[config.mk]
export PLATFORM = sky130hd
export DESIGN_NAME = line_sensor_position_tracker_core
export DESIGN_NICKNAME = d
export VERILOG_FILES = /design/src/sv/lspt_pkg.sv /design/src/sv/line_sensor_position_tracker_core.sv
export VERILOG_INCLUDE_DIRS = /design/src /design/src/sv
export SDC_FILE = /design/constraint.sdc
export NUM_CORES = 2
export LEC_CHECK = 0
export BUFFER_PORTS_ARGS = -buffer_cell sky130_fd_sc_hd__buf_4
export CELL_PAD_IN_SITES_DETAIL_PLACEMENT = 1
export CELL_PAD_IN_SITES_GLOBAL_PLACEMENT = 2
export CORE_MARGIN = 4
export CORE_UTILIZATION = 40
export CTS_CLUSTER_DIAMETER = 30
export DETAILED_ROUTE_END_ITERATION = 12
export GPL_TIMING_DRIVEN = 0
export HOLD_SLACK_MARGIN = 0.08
export PLACE_DENSITY = 0.8
export SETUP_SLACK_MARGIN = 0.15
export SYNTH_ARGS = -nofsm -noshare
export SYNTH_HDL_FRONTEND = slang
export SYNTH_SLANG_ARGS = --single-unit
[constraint.sdc]
create_clock -name clk -period 13.1 [get_ports clk]
set_input_delay 2.62 -clock clk [delete_from_list [all_inputs] [get_ports clk]]
set_output_delay 2.62 -clock clk [all_outputs]
set_load 0.005 [all_outputs]
[src/sv/line_sensor_position_tracker_core_defines.svh]
// assertion macros for the line sensor tracker core
// used by the top level only
`ifndef LINE_SENSOR_POSITION_TRACKER_CORE_DEFINES_SVH
`define LINE_SENSOR_POSITION_TRACKER_CORE_DEFINES_SVH
`ifndef SYNTH
`define LSPT_ASSERT(label, clk, rst_n, prop, msg) \
  label: assert property (@(posedge clk) disable iff (!rst_n) prop) else $error(msg);
`define LSPT_ASSERT_RST(label, clk, prop, msg) \
  label: assert property (@(posedge clk) prop) else $error(msg);
`else
`define LSPT_ASSERT(label, clk, rst_n, prop, msg)
`define LSPT_ASSERT_RST(label, clk, prop, msg)
`endif
`endif

[src/sv/lspt_pkg.sv]
// shared constants and types for the line sensor tracker
// no dependencies
`timescale 1ns / 1ps
package lspt_pkg;
  localparam int NUM_SENSORS = 7;
  localparam int AVG_WINDOW  = 3;
  localparam int SW          = 12;
  localparam int IW          = 3;
  localparam int PW          = 11;
  localparam int CW          = 16;
  localparam int SUMW        = 14;
  localparam logic [CW-1:0] MAXV16 = 16'hFFFF;
  localparam logic [IW-1:0] WIDE_LIMIT = 3'd5;
  localparam logic [2:0] REG_THR_LO  = 3'd0;
  localparam logic [2:0] REG_THR_HI  = 3'd1;
  localparam logic [2:0] REG_FREEZE  = 3'd2;
  localparam logic [2:0] REG_CONFIRM = 3'd3;
  localparam logic [2:0] REG_REARM   = 3'd4;
  typedef logic [SW-1:0] sample_t;
endpackage

[src/sv/line_sensor_position_tracker_core.sv]
// line sensor tracker core: averaging, black scan, junction and position logic
// depends on lspt_pkg and line_sensor_position_tracker_core_defines.svh
`timescale 1ns / 1ps
// usage:
// in_ channel takes one frame beat of seven 12-bit readings and a racing flag.
// out_ channel gives one result beat per frame; cfg_ channel writes registers
// (index 0..4) and is taken only while no frame is in work and no result waits.
// a frame runs through a small sequencer: the accepting edge loads the history,
// the scan state averages and judges one sensor at a time through one shared adder,
// reciprocal multiply and comparator, the run choice state weighs the runs one at
// a time through one shared distance unit, a restoring divider computes the
// centroid one quotient bit at a time, and an update state registers the result.
// in_ready is low from accept until the result beat has been taken, so a new
// frame is not accepted before the result of the last one has left.
// the result register holds while out_ready is low and stalls the input.
// reset restores register defaults, clears the averaging history (held in
// flip-flops, no clearing pass) and sets the held position to index three.
module line_sensor_position_tracker_core (
  input  logic clk,
  input  logic rst_n,
  input  logic in_valid,
  output logic in_ready,
  input  lspt_pkg::sample_t in_sensor_0,
  input  lspt_pkg::sample_t in_sensor_1,
  input  lspt_pkg::sample_t in_sensor_2,
  input  lspt_pkg::sample_t in_sensor_3,
  input  lspt_pkg::sample_t in_sensor_4,
  input  lspt_pkg::sample_t in_sensor_5,
  input  lspt_pkg::sample_t in_sensor_6,
  input  logic in_racing,
  output logic out_valid,
  input  logic out_ready,
  output logic out_found,
  output logic [2:0] out_first_index,
  output logic [10:0] out_track_pos,
  output logic out_at_cross,
  output logic [2:0] out_dark_count,
  output logic [2:0] out_span,
  output logic [2:0] out_seg_count,
  output logic [10:0] out_mean_pos,
  output logic [15:0] out_freeze_count,
  output logic [15:0] out_pass_count,
  input  logic cfg_valid,
  output logic cfg_ready,
  input  logic [2:0] cfg_index,
  input  logic [47:0] cfg_data
);
  import lspt_pkg::*;
`include "line_sensor_position_tracker_core_defines.svh"

  localparam logic [2:0] S_IDLE = 3'd0;
  localparam logic [2:0] S_SCAN = 3'd1;
  localparam logic [2:0] S_RUNS = 3'd2;
  localparam logic [2:0] S_DIV  = 3'd3;
  localparam logic [2:0] S_UPD  = 3'd4;

  logic [2:0] state_r;
  logic [47:0] thr_lo_r;
  logic [35:0] thr_hi_r;
  logic [CW-1:0] freeze_max_r, confirm_r, rearm_r;

  sample_t hist_r [NUM_SENSORS][AVG_WINDOW];
  logic [1:0] slot_r;
  logic racing_r;

  logic [IW-1:0] held_idx_r;
  logic [PW-1:0] held_pos_r;
  logic [CW-1:0] frozen_r, passes_r, on_r, off_r;
  logic counted_r;

  logic [IW-1:0] k_r;
  logic [IW:0] count_r;
  logic [IW-1:0] first_r, last_r;
  logic [IW:0] runs_r;
  logic [4:0] idx_sum_r;
  logic prev_r;
  logic [IW-1:0] rs_r [NUM_SENSORS];
  logic [IW-1:0] re_r [NUM_SENSORS];
  logic [PW-1:0] best_r, best_err_r;
  logic [12:0] rem_r;
  logic [12:0] quo_r;
  logic [3:0] dstep_r;

  logic out_valid_r;
  logic o_found_r, o_junc_r;
  logic [IW-1:0] o_idx_r, o_cnt_r, o_span_r, o_runs_r;
  logic [PW-1:0] o_pos_r, o_raw_r;
  logic [CW-1:0] o_frz_r, o_pass_r;

  // shared sensor unit: sum of the window, divide by three, compare with threshold
  logic [SUMW-1:0] sum_w;
  logic [SW-1:0] avg_w;
  logic [SW-1:0] thr_w;
  logic black_w;
  logic [IW-1:0] cur_w;
  always_comb begin
    sum_w = {2'b0, hist_r[k_r][0]} + {2'b0, hist_r[k_r][1]} + {2'b0, hist_r[k_r][2]};
    avg_w = SW'((32'(sum_w) * 32'd21846) >> 16);
    unique case (k_r)
      3'd0: thr_w = thr_lo_r[11:0];
      3'd1: thr_w = thr_lo_r[23:12];
      3'd2: thr_w = thr_lo_r[35:24];
      3'd3: thr_w = thr_lo_r[47:36];
      3'd4: thr_w = thr_hi_r[11:0];
      3'd5: thr_w = thr_hi_r[23:12];
      3'd6: thr_w = thr_hi_r[35:24];
      default: thr_w = '0;
    endcase
    black_w = (avg_w <= thr_w);
    cur_w = k_r;
  end

  // shared distance unit for run choice
  logic [PW-1:0] cen_w, err_w;
  always_comb begin
    cen_w = PW'({4'b0, rs_r[k_r]} + {4'b0, re_r[k_r]}) << 7;
    err_w = (cen_w > held_pos_r) ? cen_w - held_pos_r : held_pos_r - cen_w;
  end

  logic [12:0] rem_sh_w;
  logic [4:0] div_w;
  always_comb begin
    div_w = {1'b0, count_r};
    rem_sh_w = {rem_r[11:0], quo_r[12]};
  end

  logic degenerate_w, junc_w, frz_w;
  logic [IW:0] span_w;
  always_comb begin
    degenerate_w = (count_r == '0) || (count_r >= 4'(NUM_SENSORS));
    span_w = (count_r != '0) ? {1'b0, last_r} - {1'b0, first_r} + 4'd1 : '0;
    junc_w = (count_r >= 4'(NUM_SENSORS - 1))
          || (span_w >= {1'b0, WIDE_LIMIT} && runs_r == 4'd1)
          || (count_r >= {1'b0, WIDE_LIMIT} && runs_r >= 4'd2);
    frz_w = junc_w && (frozen_r < freeze_max_r);
  end

  // streak counters and pass decision
  logic [CW-1:0] on_inc_w, off_inc_w;
  logic pass_hit_w;
  always_comb begin
    on_inc_w = (on_r < MAXV16) ? on_r + 16'd1 : on_r;
    off_inc_w = (off_r < MAXV16) ? off_r + 16'd1 : off_r;
    pass_hit_w = racing_r && !degenerate_w && junc_w && !counted_r
              && (on_inc_w >= confirm_r);
  end

  assign in_ready  = (state_r == S_IDLE) && !out_valid_r;
  assign cfg_ready = (state_r == S_IDLE) && !out_valid_r;
  assign out_valid = out_valid_r;

  always_ff @(posedge clk) begin
    if (!rst_n) begin
      state_r <= S_IDLE;
      thr_lo_r <= 48'd56294995342131;
      thr_hi_r <= 36'd13743895347;
      freeze_max_r <= 16'd200;
      confirm_r <= 16'd10;
      rearm_r <= 16'd100;
      for (int i = 0; i < NUM_SENSORS; i++)
        for (int j = 0; j < AVG_WINDOW; j++) hist_r[i][j] <= '0;
      slot_r <= '0;
      held_idx_r <= IW'(NUM_SENSORS / 2);
      held_pos_r <= PW'((NUM_SENSORS / 2) * 256);
      frozen_r <= '0;
      passes_r <= '0;
      on_r <= '0;
      off_r <= '0;
      counted_r <= 1'b0;
      out_valid_r <= 1'b0;
      k_r <= '0;
    end else begin
      if (out_valid_r && out_ready) out_valid_r <= 1'b0;
      if (cfg_valid && cfg_ready) begin
        unique case (cfg_index)
          REG_THR_LO:  thr_lo_r <= cfg_data;
          REG_THR_HI:  thr_hi_r <= cfg_data[35:0];
          REG_FREEZE:  freeze_max_r <= cfg_data[15:0];
          REG_CONFIRM: confirm_r <= cfg_data[15:0];
          REG_REARM:   rearm_r <= cfg_data[15:0];
          default: ;
        endcase
      end
      unique case (state_r)
        S_IDLE: begin
          if (in_valid && in_ready) begin
            hist_r[0][slot_r] <= in_sensor_0;
            hist_r[1][slot_r] <= in_sensor_1;
            hist_r[2][slot_r] <= in_sensor_2;
            hist_r[3][slot_r] <= in_sensor_3;
            hist_r[4][slot_r] <= in_sensor_4;
            hist_r[5][slot_r] <= in_sensor_5;
            hist_r[6][slot_r] <= in_sensor_6;
            slot_r <= (slot_r == 2'(AVG_WINDOW - 1)) ? '0 : slot_r + 2'd1;
            racing_r <= in_racing;
            k_r <= '0;
            count_r <= '0;
            first_r <= '0;
            last_r <= '0;
            runs_r <= '0;
            idx_sum_r <= '0;
            prev_r <= 1'b0;
            state_r <= S_SCAN;
          end
        end
        S_SCAN: begin
          if (black_w) begin
            if (count_r == '0) first_r <= cur_w;
            last_r <= cur_w;
            count_r <= count_r + 4'd1;
            idx_sum_r <= idx_sum_r + {2'b0, cur_w};
            if (!prev_r) begin
              rs_r[runs_r[IW-1:0]] <= cur_w;
              re_r[runs_r[IW-1:0]] <= cur_w;
              runs_r <= runs_r + 4'd1;
            end else begin
              re_r[runs_r[IW-1:0] - 3'd1] <= cur_w;
            end
          end
          prev_r <= black_w;
          if (k_r == IW'(NUM_SENSORS - 1)) begin
            k_r <= '0;
            state_r <= S_RUNS;
          end else begin
            k_r <= k_r + 3'd1;
          end
        end
        S_RUNS: begin
          if (k_r == '0 || err_w < best_err_r) begin
            best_r <= cen_w;
            best_err_r <= err_w;
          end
          if ({1'b0, k_r} + 4'd1 >= runs_r) begin
            quo_r <= {idx_sum_r, 8'b0};
            rem_r <= '0;
            dstep_r <= '0;
            state_r <= S_DIV;
          end else begin
            k_r <= k_r + 3'd1;
          end
        end
        S_DIV: begin
          if (rem_sh_w >= {8'b0, div_w}) begin
            rem_r <= rem_sh_w - {8'b0, div_w};
            quo_r <= {quo_r[11:0], 1'b1};
          end else begin
            rem_r <= rem_sh_w;
            quo_r <= {quo_r[11:0], 1'b0};
          end
          dstep_r <= dstep_r + 4'd1;
          if (dstep_r == 4'd12) state_r <= S_UPD;
        end
        S_UPD: begin
          o_cnt_r <= count_r[IW-1:0];
          o_span_r <= span_w[IW-1:0];
          o_runs_r <= runs_r[IW-1:0];
          if (racing_r) begin
            if (!degenerate_w && junc_w) begin
              off_r <= '0;
              on_r <= on_inc_w;
              if (pass_hit_w) begin
                if (passes_r < MAXV16) passes_r <= passes_r + 16'd1;
                counted_r <= 1'b1;
              end
            end else begin
              on_r <= '0;
              off_r <= off_inc_w;
              if (counted_r && (off_inc_w >= rearm_r)) counted_r <= 1'b0;
            end
          end
          o_pass_r <= (pass_hit_w && passes_r < MAXV16) ? passes_r + 16'd1 : passes_r;
          if (degenerate_w) begin
            frozen_r <= '0;
            o_found_r <= 1'b0;
            o_junc_r <= 1'b0;
            o_frz_r <= '0;
            o_idx_r <= held_idx_r;
            o_pos_r <= held_pos_r;
            o_raw_r <= held_pos_r;
          end else begin
            o_found_r <= 1'b1;
            o_raw_r <= quo_r[PW-1:0];
            if (frz_w) begin
              frozen_r <= frozen_r + 16'd1;
              o_frz_r <= frozen_r + 16'd1;
              o_junc_r <= 1'b1;
              o_idx_r <= held_idx_r;
              o_pos_r <= held_pos_r;
            end else begin
              frozen_r <= '0;
              o_frz_r <= '0;
              o_junc_r <= 1'b0;
              o_idx_r <= first_r;
              held_idx_r <= first_r;
              if (runs_r >= 4'd2) begin
                o_pos_r <= best_r;
                held_pos_r <= best_r;
              end else begin
                o_pos_r <= quo_r[PW-1:0];
                held_pos_r <= quo_r[PW-1:0];
              end
            end
          end
          out_valid_r <= 1'b1;
          state_r <= S_IDLE;
        end
        default: state_r <= S_IDLE;
      endcase
    end
  end

  assign out_found = o_found_r;
  assign out_first_index = o_idx_r;
  assign out_track_pos = o_pos_r;
  assign out_at_cross = o_junc_r;
  assign out_dark_count = o_cnt_r;
  assign out_span = o_span_r;
  assign out_seg_count = o_runs_r;
  assign out_mean_pos = o_raw_r;
  assign out_freeze_count = o_frz_r;
  assign out_pass_count = o_pass_r;

  `LSPT_ASSERT(a_busy_not_ready, clk, rst_n, (state_r != S_IDLE) |-> !in_ready, "ready while busy")
  `LSPT_ASSERT(a_result_blocks, clk, rst_n, out_valid_r |-> !in_ready, "ready with result pending")
  `LSPT_ASSERT(a_junc_found, clk, rst_n, (out_valid_r && o_junc_r) |-> (o_found_r && o_frz_r != '0), "junction without found")
  `LSPT_ASSERT_RST(a_reset_idle, clk, !rst_n |=> (state_r == S_IDLE && !out_valid_r), "reset not idle")
endmodule
==> results_tabular.tex <==
\begin{tabular}{lr}
\hline
Metric & Value \\
\hline
\multicolumn{2}{l}{\textbf{Hold path}} \\
\quad Class of the worst hold path & register to register \\
\quad Cells on Worst Hold Path & 2 \\
\multicolumn{2}{l}{\textbf{Critical path}} \\
\quad Maximum cell stage delay along the critical path & 730 ps \\
\quad Cell depth of the worst setup path & 46 \\
\quad Crit path buffers/inverters & 9 \\
\quad Worst-case reg-to-reg path depth & 46 \\
\quad Family with the most delay on the worst path & adder cells \\
\quad CP Capture Type & register \\
\quad Max FO, Critical Path & 10 \\
\quad Critical Path Start Type & register \\
\quad Category of the critical setup timing path & register to register \\
\quad WP data required & 13500 ps \\
\quad Crit path arrival time & roughly 13000 ps \\
\quad Max stage delay cell, worst path & fa\_1 \\
\multicolumn{2}{l}{\textbf{CTS}} \\
\quad H-tree lvl count & 4 \\
\quad Sink Count & 650 \\
\quad Clk slew on worst S/H paths & 50 ps \\
\quad TritonCTS clock tree & yes \\
\quad Clock insertion delay at the later pin of the skew report & roughly 730 ps \\
\quad Number of CTS-inserted buffers & 158 \\
\quad Number of buffers on the longest clock path & 3 \\
\quad Clock Tree Root & clkbuf\_16 \\
\multicolumn{2}{l}{\textbf{Route}} \\
\quad First-iteration detailed-routing DRC count & 1762 \\
\quad Via count of the routed design & 27310 \\
\quad Vias per cell & 5.443 \\
\quad Pre-Repair DR Iteration Count & 9 \\
\quad Antenna-violating nets left & 0 \\
\quad Per-cell routed wire length & 23.55 microns \\
\quad Number of remaining DRC errors & 0 \\
\quad DRT Wirelength & 118200 microns \\
\multicolumn{2}{l}{\textbf{Layout}} \\
\quad Relative area change from synthesis to final layout & 25.69\% \\
\quad Share of layout cells above drive strength 1 & 0.1694 \\
\quad Layout Nets & 4178 \\
\quad Final Cell Area & about 0.043 sq mm \\
\quad Number of antenna cells inserted & 0 \\
\quad Post-route core utilization & 0.5100 \\
\quad Filler cells & just over 9000 \\
\multicolumn{2}{l}{\textbf{Floorplan}} \\
\quad FP Rows & 106 \\
\quad Top-level port count & 212 \\
\quad Full die area & 0.09004 sq mm \\
\quad Core Footprint & 0.08409 sq mm \\
\quad Effective utilization at floorplan & 0.4058 \\
\quad Die X & 300.1 microns \\
\quad DIE HEIGHT & about 300 microns \\
\multicolumn{2}{l}{\textbf{Synth}} \\
\quad Number of warning messages in the yosys log & 0 \\
\quad Cell taking the most area after synthesis & edfxtp\_1 \\
\quad Syn nets & 3799 \\
\quad Number of enable flip-flop cells after synthesis & around 330 \\
\quad Largest cells by area after synthesis & edfxtp\_1 29\%, dfxtp\_1 19\%, ha\_1 7.9\% \\
\quad Most frequent cell after synthesis & nand2\_1 \\
\quad Area share of the largest cell type after synthesis & 0.2913 \\
\quad Instance count of the mapped netlist & 3371 \\
\quad Post-synth top flop & edfxtp\_1 \\
\quad Asr flop ratio synth & 0 \\
\quad Cell types with the highest counts after synthesis & 610 x nand2\_1, 331 x edfxtp\_1, 319 x dfxtp\_1 \\
\quad Mean instance size in the synthesized netlist & around 10 sq um \\
\quad Post-synthesis cell area & 0.03412 sq mm \\
\quad Seq cells post-synth & 650 \\
\quad Sequential area share after synthesis & 0.4785 \\
\quad Post-synthesis cell type count & 74 \\
\multicolumn{2}{l}{\textbf{Timing}} \\
\quad Setup TNS & 0 ps \\
\quad Fmax & 0.08173 GHz \\
\quad Shortest clock period the worst path allows after layout & 12240 ps \\
\quad Final hold viol count & 0 \\
\quad Worst-margin pin slew & $\sim$1200 ps \\
\quad Slew headroom & 0.1754 \\
\quad Unrepaired setup endpoints after global routing & true \\
\quad Fraction of the cycle the final worst path needs & 0.9340 \\
\quad Final number of setup-violating endpoints & 0 \\
\quad Count of pins over their slew limit & 0 \\
\quad Worst Clk Skew & 22.79 ps \\
\multicolumn{2}{l}{\textbf{Global routing}} \\
\quad Wire length of the first global-routing pass & around 180000 microns \\
\quad Aggregate global routing overflow & 0 \\
\quad Number of antenna violations at the first check in global routing & 2 \\
\quad Vias in the first global route & 29830 \\
\quad Pin count of the biggest net entering global routing & 36 \\
\quad Total routing usage reported by global routing & 0.2592 \\
\multicolumn{2}{l}{\textbf{Placement}} \\
\quad Port bufs & about 210 \\
\quad Detailed-placement wirelength estimate & 86890 microns \\
\quad Final GP Congestion & roughly 0.87 \\
\quad Post-place instance area & 0.03726 sq mm \\
\multicolumn{2}{l}{\textbf{Flow run}} \\
\quad Number of max-capacitance violations reported & 0 \\
\multicolumn{2}{l}{\textbf{Outcome}} \\
\quad Outcome & completed \\
\hline
\end{tabular}
## worst register-to-register path: cells and delay by family (launching register included)
family,cells,cell delay (ps)
compound gates,15,3690
xor+xnor,2,380
fa+ha+maj,9,3910
buf+inv,9,1460
flops,1,300
mux,2,290
simple gates,9,1840
## layout by cell type, fill, tap and decap left out, types with 32 or more instances in the layout
cell / count
nand2_1: 607
o21ai_0: 113
clkbuf_1: 150
xnor2_1: 63
and2_1: 84
and3_1: 54
nand3_1: 92
xor2_1: 38
mux4_2: 42
inv_1: 230
clkbuf_16: 161
a21oi_1: 279
ha_1: 216
edfxtp_1: 331
nor2_1: 154
mux2i_1: 93
a21o_1: 34
buf_4: 221
dfxtp_1: 319
mux2_2: 32
fa_1: 71
## layer usage
layer  part of all wire  track usage
met2               0.49       0.4447
met4              0.032      0.09190
met3              0.053      0.04737
met1               0.42       0.3291
met5            0.00011            0
## sequential cells by signal (all words and copies together) (netlist names), 12 cells and up, named ones only
name / cells
freeze_max_r: 16
rs_r: 21
thr_lo_r: 48
rearm_r: 16
on_r: 16
confirm_r: 16
off_r: 16
re_r: 21
out_pass_count: 16
quo_r: 13
frozen_r: 16
rem_r: 12
out_freeze_count: 16
thr_hi_r: 36
hist_r: 252
passes_r: 16
## stage by stage
stage	instances	hold slack (ps)	worst slack [ps]
floorplan	3371	427.7	2453
global placement	4714	436.2	-68.22
detailed placement	4720	447.9	-486.4
CTS	5014	455.2	156.6
global route	5018	467.2	84.41
finish	5018	452.5	864.6
## cells by family after synthesis
logic type	count (synthesis)	synth area share
AO/OA/AOI/OAI	579	0.1020
XOR/XNOR	104	0.02670
adder cells (fa/ha/maj)	287	0.1209
buffers and inverters	410	0.04822
flip-flops	650	0.4785
multiplexers	167	0.06556
AND/OR/NAND/NOR	1174	0.1582
## path summary, 6_finish.rpt
path / start / endpoint / slack (ps)
worst min-delay path: freeze_max_r[9]$_SDFFE_PN0P_ / freeze_max_r[9]$_SDFFE_PN0P_ / 450
worst max register to register: register / re_r[3][2]$_DFFE_PP_ / 860
worst max-delay path: register / re_r[3][2]$_DFFE_PP_ / 860
worst min register to register: freeze_max_r[9]$_SDFFE_PN0P_ / freeze_max_r[9]$_SDFFE_PN0P_ / 450
## final cells by class
cell class	instances	area [sq um]	share of cell area
Clock buffer	204	4410	0.1028
Timing Repair Buffer	219	1719	0.04009
Sequential cell	650	16330	0.3807
Multi-Input combinational cell	2311	16300	0.3800
Inverter	233	874.6	0.02039
Buffer	177	792.0	0.01847
Tap cell	1134	1419	0.03308
Clock inverter	90	1049	0.02445
## timing repair
action	in CTS	in global routing
pin swaps	0	3
cloned	0	0
hold buffers	0	0
setup buffers	0	4
hold endpoints to repair	0	0
endpoints found under the setup margin	61	62
resized for setup	11	32
Power is left out: the tool's default activity adds up to more than one toggle a clock period on the data nets, which glitch-free logic cannot reach.
